==> config.mk <==
export PLATFORM = sky130hd
export DESIGN_NAME = rsp_packet_deframer_core
export DESIGN_NICKNAME = d
export VERILOG_FILES = /design/src/rspd_pkg.sv /design/src/rspd_parser.sv /design/src/rsp_packet_deframer_core.sv
export VERILOG_INCLUDE_DIRS = /design/src /design/src/src
export SDC_FILE = /design/constraint.sdc
export NUM_CORES = 1
export LEC_CHECK = 0
export ABC_AREA = 1
export ABC_CLOCK_PERIOD_IN_PS = 4500
export BUFFER_PORTS_ARGS = -buffer_cell sky130_fd_sc_hd__buf_2
export CAP_MARGIN = 25
export CORE_MARGIN = 2
export CORE_UTILIZATION = 58
export DETAILED_ROUTE_END_ITERATION = 12
export PLACE_DENSITY = 0.8
export SETUP_SLACK_MARGIN = 0.4
export SYNTH_ARGS = -nofsm -noshare
export SYNTH_HDL_FRONTEND = slang
export SYNTH_SLANG_ARGS = --single-unit
==> constraint.sdc <==
create_clock -name clk_i -period 4.5 [get_ports clk_i]
set_clock_uncertainty 0.15 [all_clocks]
set_input_delay 0.225 -clock clk_i [delete_from_list [all_inputs] [get_ports clk_i]]
set_output_delay 0.225 -clock clk_i [all_outputs]
set_load 0.01 [all_outputs]
==> src/rsp_packet_deframer_core_macros.svh <==
// Assertion macros for the serial debug packet deframer.
// Included by the top level; expects clk_i and rst_ni in the including scope.
`ifndef RSP_PACKET_DEFRAMER_CORE_MACROS_SVH
`define RSP_PACKET_DEFRAMER_CORE_MACROS_SVH

`ifndef SYNTHESIS
`define RSPD_ASSERT(lbl, prop, msg) \
  lbl: assert property (@(posedge clk_i) disable iff (!rst_ni) prop) else $error(msg);
`define RSPD_ASSERT_NEVER(lbl, cond, msg) \
  lbl: assert property (@(posedge clk_i) disable iff (!rst_ni) !(cond)) else $error(msg);
`else
`define RSPD_ASSERT(lbl, prop, msg)
`define RSPD_ASSERT_NEVER(lbl, cond, msg)
`endif

`endif

==> src/rspd_pkg.sv <==
// Shared types, character codes and helpers for the packet deframer.
// No dependencies; used by rspd_parser and rsp_packet_deframer_core.
package rspd_pkg;

  localparam int unsigned MaxPayload = 255;

  localparam logic [7:0] ChOpen  = 8'h24;
  localparam logic [7:0] ChHash  = 8'h23;
  localparam logic [7:0] ChNote  = 8'h25;
  localparam logic [7:0] ChPlus  = 8'h2B;
  localparam logic [7:0] ChMinus = 8'h2D;

  localparam int unsigned TdataWidth = 56;

  typedef enum logic [1:0] {
    PH_IDLE = 2'd0,
    PH_BODY = 2'd1,
    PH_HI   = 2'd2,
    PH_LO   = 2'd3
  } phase_e;

  typedef enum logic [1:0] {
    KIND_PAYLOAD = 2'd0,
    KIND_VERDICT = 2'd1,
    KIND_ACK     = 2'd2
  } kind_e;

  typedef struct packed {
    logic [7:0] received_sum;
    logic [7:0] computed_sum;
    logic [7:0] ack_char;
    logic       checksum_ok;
    logic [7:0] packet_length;
    logic [7:0] byte_index;
    logic [7:0] data_byte;
    kind_e      kind;
  } result_t;

  // Hex letters of either case map to 10..15; anything else is its code minus '0'.
  function automatic logic [7:0] hex_value(input logic [7:0] c);
    logic [7:0] v;
    if (c >= 8'h41 && c <= 8'h46) begin
      v = c - 8'h37;
    end else if (c >= 8'h61 && c <= 8'h66) begin
      v = c - 8'h57;
    end else begin
      v = c - 8'h30;
    end
    return v;
  endfunction

endpackage

==> src/rspd_parser.sv <==
// Framing state machine and checksum datapath of the packet deframer.
// Depends on rspd_pkg; produces at most one result per accepted byte.
module rspd_parser #(
  parameter int unsigned MaxPayload = rspd_pkg::MaxPayload
) (
  input  logic              clk_i,
  input  logic              rst_ni,
  input  logic              accept_i,
  input  logic [7:0]        rx_byte_i,
  output logic              res_vld_o,
  output rspd_pkg::result_t res_o
);

  rspd_pkg::phase_e phase_q, phase_d;
  logic [7:0] sum_q, sum_d;
  logic [7:0] count_q, count_d;
  logic [7:0] high_q, high_d;
  logic       ovf_q, ovf_d;

  logic [7:0] hex;
  logic [7:0] got;
  logic       room;
  logic       ok;

  assign hex  = rspd_pkg::hex_value(rx_byte_i);
  assign got  = high_q | hex;
  assign room = count_q < 8'(MaxPayload);
  assign ok   = (got == sum_q) && !ovf_q;

  // Next state and datapath registers.
  always_comb begin
    phase_d = phase_q;
    sum_d   = sum_q;
    count_d = count_q;
    high_d  = high_q;
    ovf_d   = ovf_q;
    if (accept_i) begin
      case (phase_q)
        rspd_pkg::PH_IDLE: begin
          if (rx_byte_i == rspd_pkg::ChOpen) begin
            phase_d = rspd_pkg::PH_BODY;
            sum_d   = '0;
            count_d = '0;
            high_d  = '0;
            ovf_d   = 1'b0;
          end
        end
        rspd_pkg::PH_BODY: begin
          if (rx_byte_i == rspd_pkg::ChHash) begin
            phase_d = rspd_pkg::PH_HI;
          end else begin
            sum_d = sum_q + rx_byte_i;
            if (room) begin
              count_d = count_q + 8'd1;
            end else begin
              ovf_d = 1'b1;
            end
          end
        end
        rspd_pkg::PH_HI: begin
          high_d  = {hex[3:0], 4'b0000};
          phase_d = rspd_pkg::PH_LO;
        end
        rspd_pkg::PH_LO: begin
          phase_d = rspd_pkg::PH_IDLE;
        end
        default: begin
          phase_d = rspd_pkg::PH_IDLE;
        end
      endcase
    end
  end

  // Result for the byte at the input.
  always_comb begin
    res_vld_o = 1'b0;
    res_o     = '0;
    case (phase_q)
      rspd_pkg::PH_IDLE: begin
        if (rx_byte_i == rspd_pkg::ChNote) begin
          res_vld_o      = accept_i;
          res_o.kind     = rspd_pkg::KIND_ACK;
          res_o.ack_char = rspd_pkg::ChPlus;
        end
      end
      rspd_pkg::PH_BODY: begin
        if (rx_byte_i != rspd_pkg::ChHash && room) begin
          res_vld_o        = accept_i;
          res_o.kind       = rspd_pkg::KIND_PAYLOAD;
          res_o.data_byte  = rx_byte_i;
          res_o.byte_index = count_q;
        end
      end
      rspd_pkg::PH_LO: begin
        res_vld_o           = accept_i;
        res_o.kind          = rspd_pkg::KIND_VERDICT;
        res_o.packet_length = count_q;
        res_o.checksum_ok   = ok;
        res_o.ack_char      = ok ? rspd_pkg::ChPlus : rspd_pkg::ChMinus;
        res_o.computed_sum  = sum_q;
        res_o.received_sum  = got;
      end
      default: begin
        res_vld_o = 1'b0;
      end
    endcase
  end

  always_ff @(posedge clk_i or negedge rst_ni) begin
    if (!rst_ni) begin
      phase_q <= rspd_pkg::PH_IDLE;
      sum_q   <= '0;
      count_q <= '0;
      high_q  <= '0;
      ovf_q   <= 1'b0;
    end else begin
      phase_q <= phase_d;
      sum_q   <= sum_d;
      count_q <= count_d;
      high_q  <= high_d;
      ovf_q   <= ovf_d;
    end
  end

endmodule

==> src/rsp_packet_deframer_core.sv <==
// Packet deframer for a remote serial debug link: one received byte per beat in,
// payload, verdict and acknowledgement beats out. Depends on rspd_pkg,
// rspd_parser and the assertion macro header.
//
// The framing state and checksum are updated at the input handshake and the result
// lands in the output (or skid) register on the same edge, so a byte can be accepted on every
// cycle while no skid beat waits. A skid register behind the output register holds
// one more beat; s_axis_tready_o falls only while that skid beat is waiting, so a
// stalled output costs throughput only after two beats queue up.
// Payload beyond MaxPayload bytes (255 by default) is dropped and forces a '-'
// verdict.
`include "rsp_packet_deframer_core_macros.svh"

module rsp_packet_deframer_core #(
  parameter int unsigned MaxPayload = rspd_pkg::MaxPayload
) (
  input  logic                              clk_i,
  input  logic                              rst_ni,
  input  logic                              s_axis_tvalid_i,
  output logic                              s_axis_tready_o,
  // [7:0] rx_byte
  input  logic [7:0]                        s_axis_tdata_i,
  output logic                              m_axis_tvalid_o,
  input  logic                              m_axis_tready_i,
  // [7:0] data_byte, [15:8] byte_index, [23:16] packet_length, [24] checksum_ok,
  // [32:25] ack_char, [40:33] computed_sum, [48:41] received_sum, [55:49] zero
  output logic [rspd_pkg::TdataWidth-1:0]   m_axis_tdata_o,
  // [1:0] kind
  output logic [1:0]                        m_axis_tuser_o
);

  logic              accept;
  logic              res_vld;
  rspd_pkg::result_t res;

  logic              out_vld_q, out_vld_d;
  rspd_pkg::result_t out_q, out_d;
  logic              skid_vld_q, skid_vld_d;
  rspd_pkg::result_t skid_q, skid_d;
  logic              out_free;
  logic              verdict_out;
  logic [7:0]        verdict_char;

  assign s_axis_tready_o = !skid_vld_q;
  assign accept          = s_axis_tvalid_i && s_axis_tready_o;

  rspd_parser #(
    .MaxPayload (MaxPayload)
  ) u_parser (
    .clk_i     (clk_i),
    .rst_ni    (rst_ni),
    .accept_i  (accept),
    .rx_byte_i (s_axis_tdata_i),
    .res_vld_o (res_vld),
    .res_o     (res)
  );

  assign out_free = !out_vld_q || m_axis_tready_i;

  always_comb begin
    out_vld_d  = out_vld_q;
    out_d      = out_q;
    skid_vld_d = skid_vld_q;
    skid_d     = skid_q;
    if (out_free) begin
      if (skid_vld_q) begin
        // No new beat can arrive while the skid register is full.
        out_vld_d  = 1'b1;
        out_d      = skid_q;
        skid_vld_d = 1'b0;
      end else begin
        out_vld_d = res_vld;
        out_d     = res;
      end
    end else if (res_vld) begin
      skid_vld_d = 1'b1;
      skid_d     = res;
    end
  end

  always_ff @(posedge clk_i or negedge rst_ni) begin
    if (!rst_ni) begin
      out_vld_q  <= 1'b0;
      skid_vld_q <= 1'b0;
    end else begin
      out_vld_q  <= out_vld_d;
      skid_vld_q <= skid_vld_d;
    end
  end

  always_ff @(posedge clk_i) begin
    out_q  <= out_d;
    skid_q <= skid_d;
  end

  assign m_axis_tvalid_o = out_vld_q;
  assign m_axis_tuser_o  = out_q.kind;
  assign m_axis_tdata_o  = {7'b0000000, out_q.received_sum, out_q.computed_sum,
                            out_q.ack_char, out_q.checksum_ok, out_q.packet_length,
                            out_q.byte_index, out_q.data_byte};

  assign verdict_out  = out_vld_q && out_q.kind == rspd_pkg::KIND_VERDICT;
  assign verdict_char = out_q.checksum_ok ? rspd_pkg::ChPlus : rspd_pkg::ChMinus;

  `RSPD_ASSERT(a_skid_behind_out, skid_vld_q |-> out_vld_q, "skid beat without output beat")
  `RSPD_ASSERT(a_stall_to_skid, !out_free && res_vld |=> skid_vld_q, "stalled result lost")
  `RSPD_ASSERT(a_verdict_ack, verdict_out |-> out_q.ack_char == verdict_char, "bad verdict char")

endmodule

* Word level (Yosys, flattened, before mapping) *
Index checks and enable logic that the tools add are counted.

operators by class
  add/sub/neg operators = 5
  order comparisons = 5
  equal/unequal tests = 13
  multiplexer cells = 32
  bitwise operators = 2
  reduce and logical (&&, ||, !) cells = 19

operators by type and width
  cell                   number
  $pmux W8 S2            4
  $mux W51               1
  $mux W8                6
  $mux W16               2
  $eq A8 B6 Y1 const B   3
  $mux W18               1
  $ge A8 B7 Y1 const B   2
  $le A8 B7 Y1 const B   2
  $sub A8 B6 Y8 const B  2
  $reduce_and A5 Y1      2
  $mux W9                1
  $add A8 B1 Y8 const B  1
  $add A8 B8 Y8          1
  $eq A8 B8 Y1           1
  $lt A8 B8 Y1 const B   1
  $mux W1                8
  $ne A8 B6 Y1 const B   1
  $or A8 B8 Y8           1
  $pmux W2 S4            1
  $sub A8 B7 Y8 const B  1
  $mux W2                3
  $mux W6                1
  $ne A2 B1 Y1 const B   3
  $pmux W2 S3            1
  15 further kinds       26

storage, ports and cells
  bits in registers = 131
  bits of input ports = 12
  output and inout port bits = 60
  word-level logic and storage cells = 99

* Depth between registers and ports, before layout *
  depth in word-level cells = 10
  gate-level depth with buffers = 18
  mapped depth without buffers = 18

* Cells and area by module *
From an unflattened synthesis, not the netlist that was laid out.

second synthesis, totals
  cells, all modules = 688
  area total of the unflattened synthesis = 6487.5 um^2

modules (own cells, without submodules)
  module                    times used  cells an instance  area each (um^2)  sequential area each (um^2)
  rsp_packet_deframer_core  1           286                3962.6            3113.0
  rspd_parser               1           402                2524.9            575.6

* Worst setup path before layout *
Ideal clock, no wire load.

  path kind = register to register
  start point = register out_vld_q (netlist: m_axis_tvalid_o)
  end point = register skid_q[0] (netlist bit) (enable)
  arrival = 3.544 ns
  data required time = 3.899 ns
  slack = 0.356 ns
  cell stages (with the launch flop) = 3
  path buffers = 0
  path through = dfrtp_1 > nand2_1 > nor2_1

between the ends
  word-level cells in the longest chain between the ends = 4

ends and longest elaborated chain
  element                             line                            text
  from (decl)                         rsp_packet_deframer_core.sv:36  logic out_vld_q, out_vld_d;
  from (signal assigned)              rsp_packet_deframer_core.sv:86  out_vld_q <= out_vld_d;
  $logic_not A1 Y1                    rsp_packet_deframer_core.sv:58  assign out_free = !out_vld_q || m_axis_tready_i;
  $logic_or A1 B1 Y1                  rsp_packet_deframer_core.sv:58
  named net out_free                  rsp_packet_deframer_core.sv:40  logic out_free;
  $not A1 Y1 (no source line)         --
  $reduce_and A2 Y1 (no source line)  --
  to (signal assigned)                rsp_packet_deframer_core.sv:93  skid_q <= skid_d;
  to (decl)                           rsp_packet_deframer_core.sv:39  rspd_pkg::result_t skid_q, skid_d;

The timed path passes the listed nets, and every way through them passes these cells.
A chain may end at the register's enable or synchronous reset.

* Worst setup path after layout *
  start point = register u_parser.phase_q[1]
  end point = register skid_q[13] (netlist bit) (enable)

between the ends
  word-level cells in the longest chain between the ends = 3
  elaborated cells on any way between the ends = 5
  classes of those cells = eq/ne: 2; mux: 1; reduce/logical: 2

ends and longest elaborated chain
  element                                 line                text
  from (decl)                             rspd_parser.sv:14   rspd_pkg::phase_e phase_q, phase_d;
  from (signal assigned)                  rspd_parser.sv:111  phase_q <= rspd_pkg::PH_IDLE;
  from (signal assigned)                  rspd_parser.sv:117  phase_q <= phase_d;
  $eq A2 B2 Y1 (tied with other cells)    rspd_parser.sv:78   case (phase_q)
  $pmux W1 S3 (*)                         rspd_parser.sv:78
  $reduce_and A2 Y1 (no source line) (*)  --

Mark *: on every way between the ends. The rest lies on a longest branch, timed or not.

==> impl_metrics.json <==
{
  "drive_gt1_share_pct": 15.80,
  "die_area_mm2": 0.01101,
  "final_area_mm2": 0.006870,
  "gp_congestion": 0.9900,
  "wire_per_inst_um": 16.32,
  "ys_types": 43,
  "grt_max_degree": 62,
  "reg2reg_from": "u_parser.phase_q[1]$_DFFE_PN0P_",
  "rows": 36,
  "setup.worst_path.class": "reg -> reg",
  "maxCapViolCount": 0,
  "cp_slowest_cell": "buf_4",
  "vias": 4495,
  "finalCritPeriodShare_pct": 71.62,
  "clkSinkCount": 117,
  "r2r_cells": 10,
  "nets": 731,
  "syn-instance-count": 631,
  "ant_nets": 0,
  "cp-start-kind": "flip-flop",
  "synth_top_area_share_pct": 46.75,
  "synth_common_cells": "nand2_1, edfxtp_1, inv_1",
  "synth-edff-count": 92,
  "drt_iter0_drc": 416,
  "synth.avg_cell_area_um2": 9.365,
  "cts_hold_buffers": 1,
  "wl_mm": 13.74,
  "worst_ep_arrival_time_ns": 3.22,
  "clk_pin_slew_ns": 0.06,
  "hold_end": "skid_q[2]$_DFFE_PP_",
  "hold_path_class": "in -> reg",
  "yosys_warnings": 0,
  "die_w_um": 104.9,
  "power.total_w": 0.004053,
  "async_flop_share_pct": 21.37,
  "grt_pass1_wl_mm": 22.29,
  "h-tree-depth": 4,
  "cp.required_ns": 4.50,
  "worst_pin_slew_ns": 0.7994,
  "cts_buffers": 17,
  "power.density_mw_per_mm2": 589.9,
  "max-vdd-ir-drop_mv": 0.2731,
  "hp-start": "m_axis_tready_i",
  "hold_viol": 0,
  "antennaDiodeCount": 0,
  "slew_violations": 0,
  "firstDrtPassIters": 5,
  "drc": 0,
  "syn_area_mm2": 0.005909,
  "grt_usage_pct": 26.55,
  "fmax_mhz": 310.3,
  "grt-ovfl-total": 0,
  "outcome": "completed",
  "cts.repair.resized": 0,
  "hold_path_depth": 4,
  "clk_path_buf_depth": 2,
  "period_minus_slack_ns": 3.223,
  "synth.area.top_cells": "edfxtp_1, nand2_1, dfrtp_1",
  "hpwl_mm": 9.791,
  "worst-path-buf-inv": 4,
  "ys_ff_latch": 117,
  "r2r_slack_ns": 1.28,
  "max_stage_delay_ns": 0.51,
  "worstSkewPairLatency_ns": 0.51,
  "cp_top_family": "simple AND/OR/NAND/NOR gates",
  "setup_violations": 0,
  "synth.most_common_cell": "nand2_1",
  "rsz0062_at_grt": "false",
  "crit_path_frequent_cell": "inv_1",
  "coreArea_mm2": 0.009819,
  "worstSetupEndpointType": "flip-flop",
  "ys.flop_type": "edfxtp_1",
  "cts_tree": "done",
  "root_buffer": "clkbuf_8",
  "start_util_pct": 60.18,
  "r2r_end": "skid_q[13]$_DFFE_PP_",
  "yosysTopAreaCell": "edfxtp_1",
  "cts_setup_buffers": 0,
  "seq_area_frac_synth_pct": 57.34,
  "setup_tns_ns": 0,
  "grt_pass1_vias": 4194,
  "pin_count": 72,
  "leakagePower_nw": 3.306,
  "path_cells": "inv_1, ha_1, inv_1, nor2_1, nand2_1, o211ai_1, and3_1, inv_1, nor2_4, buf_4",
  "crit_path_max_fanout": 42,
  "io_buffers": 61,
  "antenna_found_initial": 0,
  "viasPerCell": 5.338,
  "place_area_mm2": 0.006286,
  "die_y_um": 104.9,
  "relSlewSlack_pct": 46.37,
  "area.growth.synth_to_final_pct": 16.26
}
-- layout by cell type (no fill, tap or decap), types with 2 or more instances in the layout --
cell type	instances
a31oi_1	2
edfxtp_1	92
clkinv_2	2
ha_1	22
nor3_1	5
nand3_2	2
inv_1	80
nand3_1	30
a21oi_1	20
a22o_1	2
clkinvlp_4	2
nor2_1	51
clkbuf_8	2
nand4_1	4
buf_4	4
nand2_4	2
xor2_1	7
o21ai_0	32
o211ai_1	3
dfrtp_1	25
clkbuf_1	4
nand2_2	4
buf_2	61
nor2_2	3
conb_1	10
nand2_1	185
o22ai_1	7
clkinv_1	4
xnor2_1	2
inv_2	3
bufinv_16	3
clkbuf_16	16
-- kinds of logic (layout without fill, tap and decap cells) --
group / Yosys count / count (layout) / share of synthesized area [%]
simple gates: 293 / 293 / 20.77
buf+inv: 114 / 183 / 8.257
xor+xnor: 9 / 9 / 1.334
flops: 117 / 117 / 57.34
other cells: 1 / 10 / 0.06346
compound gates: 74 / 74 / 7.241
fa+ha+maj: 23 / 23 / 4.997
-- metrics by stage --
step           util [%]  setup WS [ns]  hold slack (ns)  cells
2_1_floorplan         -          1.115          -0.2206    640
3_3_place_gp      64.02          1.405           0.1075    809
3_5_place_dp      64.02          1.377           0.1110    809
4_1_cts           69.97          1.308          0.03688    842
5_1_grt           69.97          1.057          0.03942    842
6_report          69.97          1.277          0.05020    842
-- registers in the layout, indices dropped and copies added (netlist names) --
register,flops
u_parser.phase_q,2
u_parser.high_q,4
skid_q,46
u_parser.sum_q,8
u_parser.count_q,8
skid_vld_q,1
m_axis_tdata_o,44
m_axis_tvalid_o,1
u_parser.ovf_q,1
m_axis_tuser_o,2
-- worst reg2reg max path: cells and delay by family, from the launching register on --
kind            cells  cell delay, ns
compound gates      1            0.19
fa+ha+maj           1            0.21
buf+inv             4            0.82
flops               1            0.40
simple gates        4            1.06
-- worst max-delay path by stage --
stage                                     from                    to  slack (ns)  cells after the start
3_5_place_dp   u_parser.phase_q[1]$_DFFE_PN0P_  skid_q[21]$_DFFE_PP_        1.38                     10
6_report       u_parser.phase_q[1]$_DFFE_PN0P_  skid_q[13]$_DFFE_PP_        1.28                     10
4_1_cts        u_parser.phase_q[1]$_DFFE_PN0P_  skid_q[14]$_DFFE_PP_        1.31                     10
3_3_place_gp                 s_axis_tdata_i[4]  skid_q[21]$_DFFE_PP_        1.41                     13
5_1_grt        u_parser.phase_q[1]$_DFFE_PN0P_  skid_q[29]$_DFFE_PP_        1.06                     10
2_1_floorplan      m_axis_tvalid_o$_DFFE_PN0N_   skid_q[0]$_DFFE_PP_        1.11                      2
-- per-layer routing --
| layer | vias to the layer above | wire length [um] | GRT usage, % |
|---|---|---|---|
| met3 | 22 | 897 | 5.365 |
| met2 | 192 | 6397 | 40.12 |
| met1 | 2106 | 6201 | 38.83 |
| met4 | 0 | 242 | 8.286 |
| met5 | - | 0 | 0 |
| li1 | 2175 | - | - |
-- final cells by class --
cell class / instances / area (um^2)
Multi-Input combinational cell: 409 / 2077
Tap cell: 133 / 166.4
Fill cell: 736 / 2949
Timing Repair Buffer: 66 / 345.3
Clock inverter: 10 / 131.4
Sequential cell: 117 / 3388
Inverter: 85 / 319.1
Clock buffer: 22 / 442.9
-- where the power goes --
| part | internal, W | switching, W |
|---|---|---|
| Sequential | 0.00149 | 0.000128 |
| Clock | 0.000853 | 0.000457 |
| Combinational | 0.000358 | 0.000766 |
No activity file was read; power rests on OpenSTA's default activity.
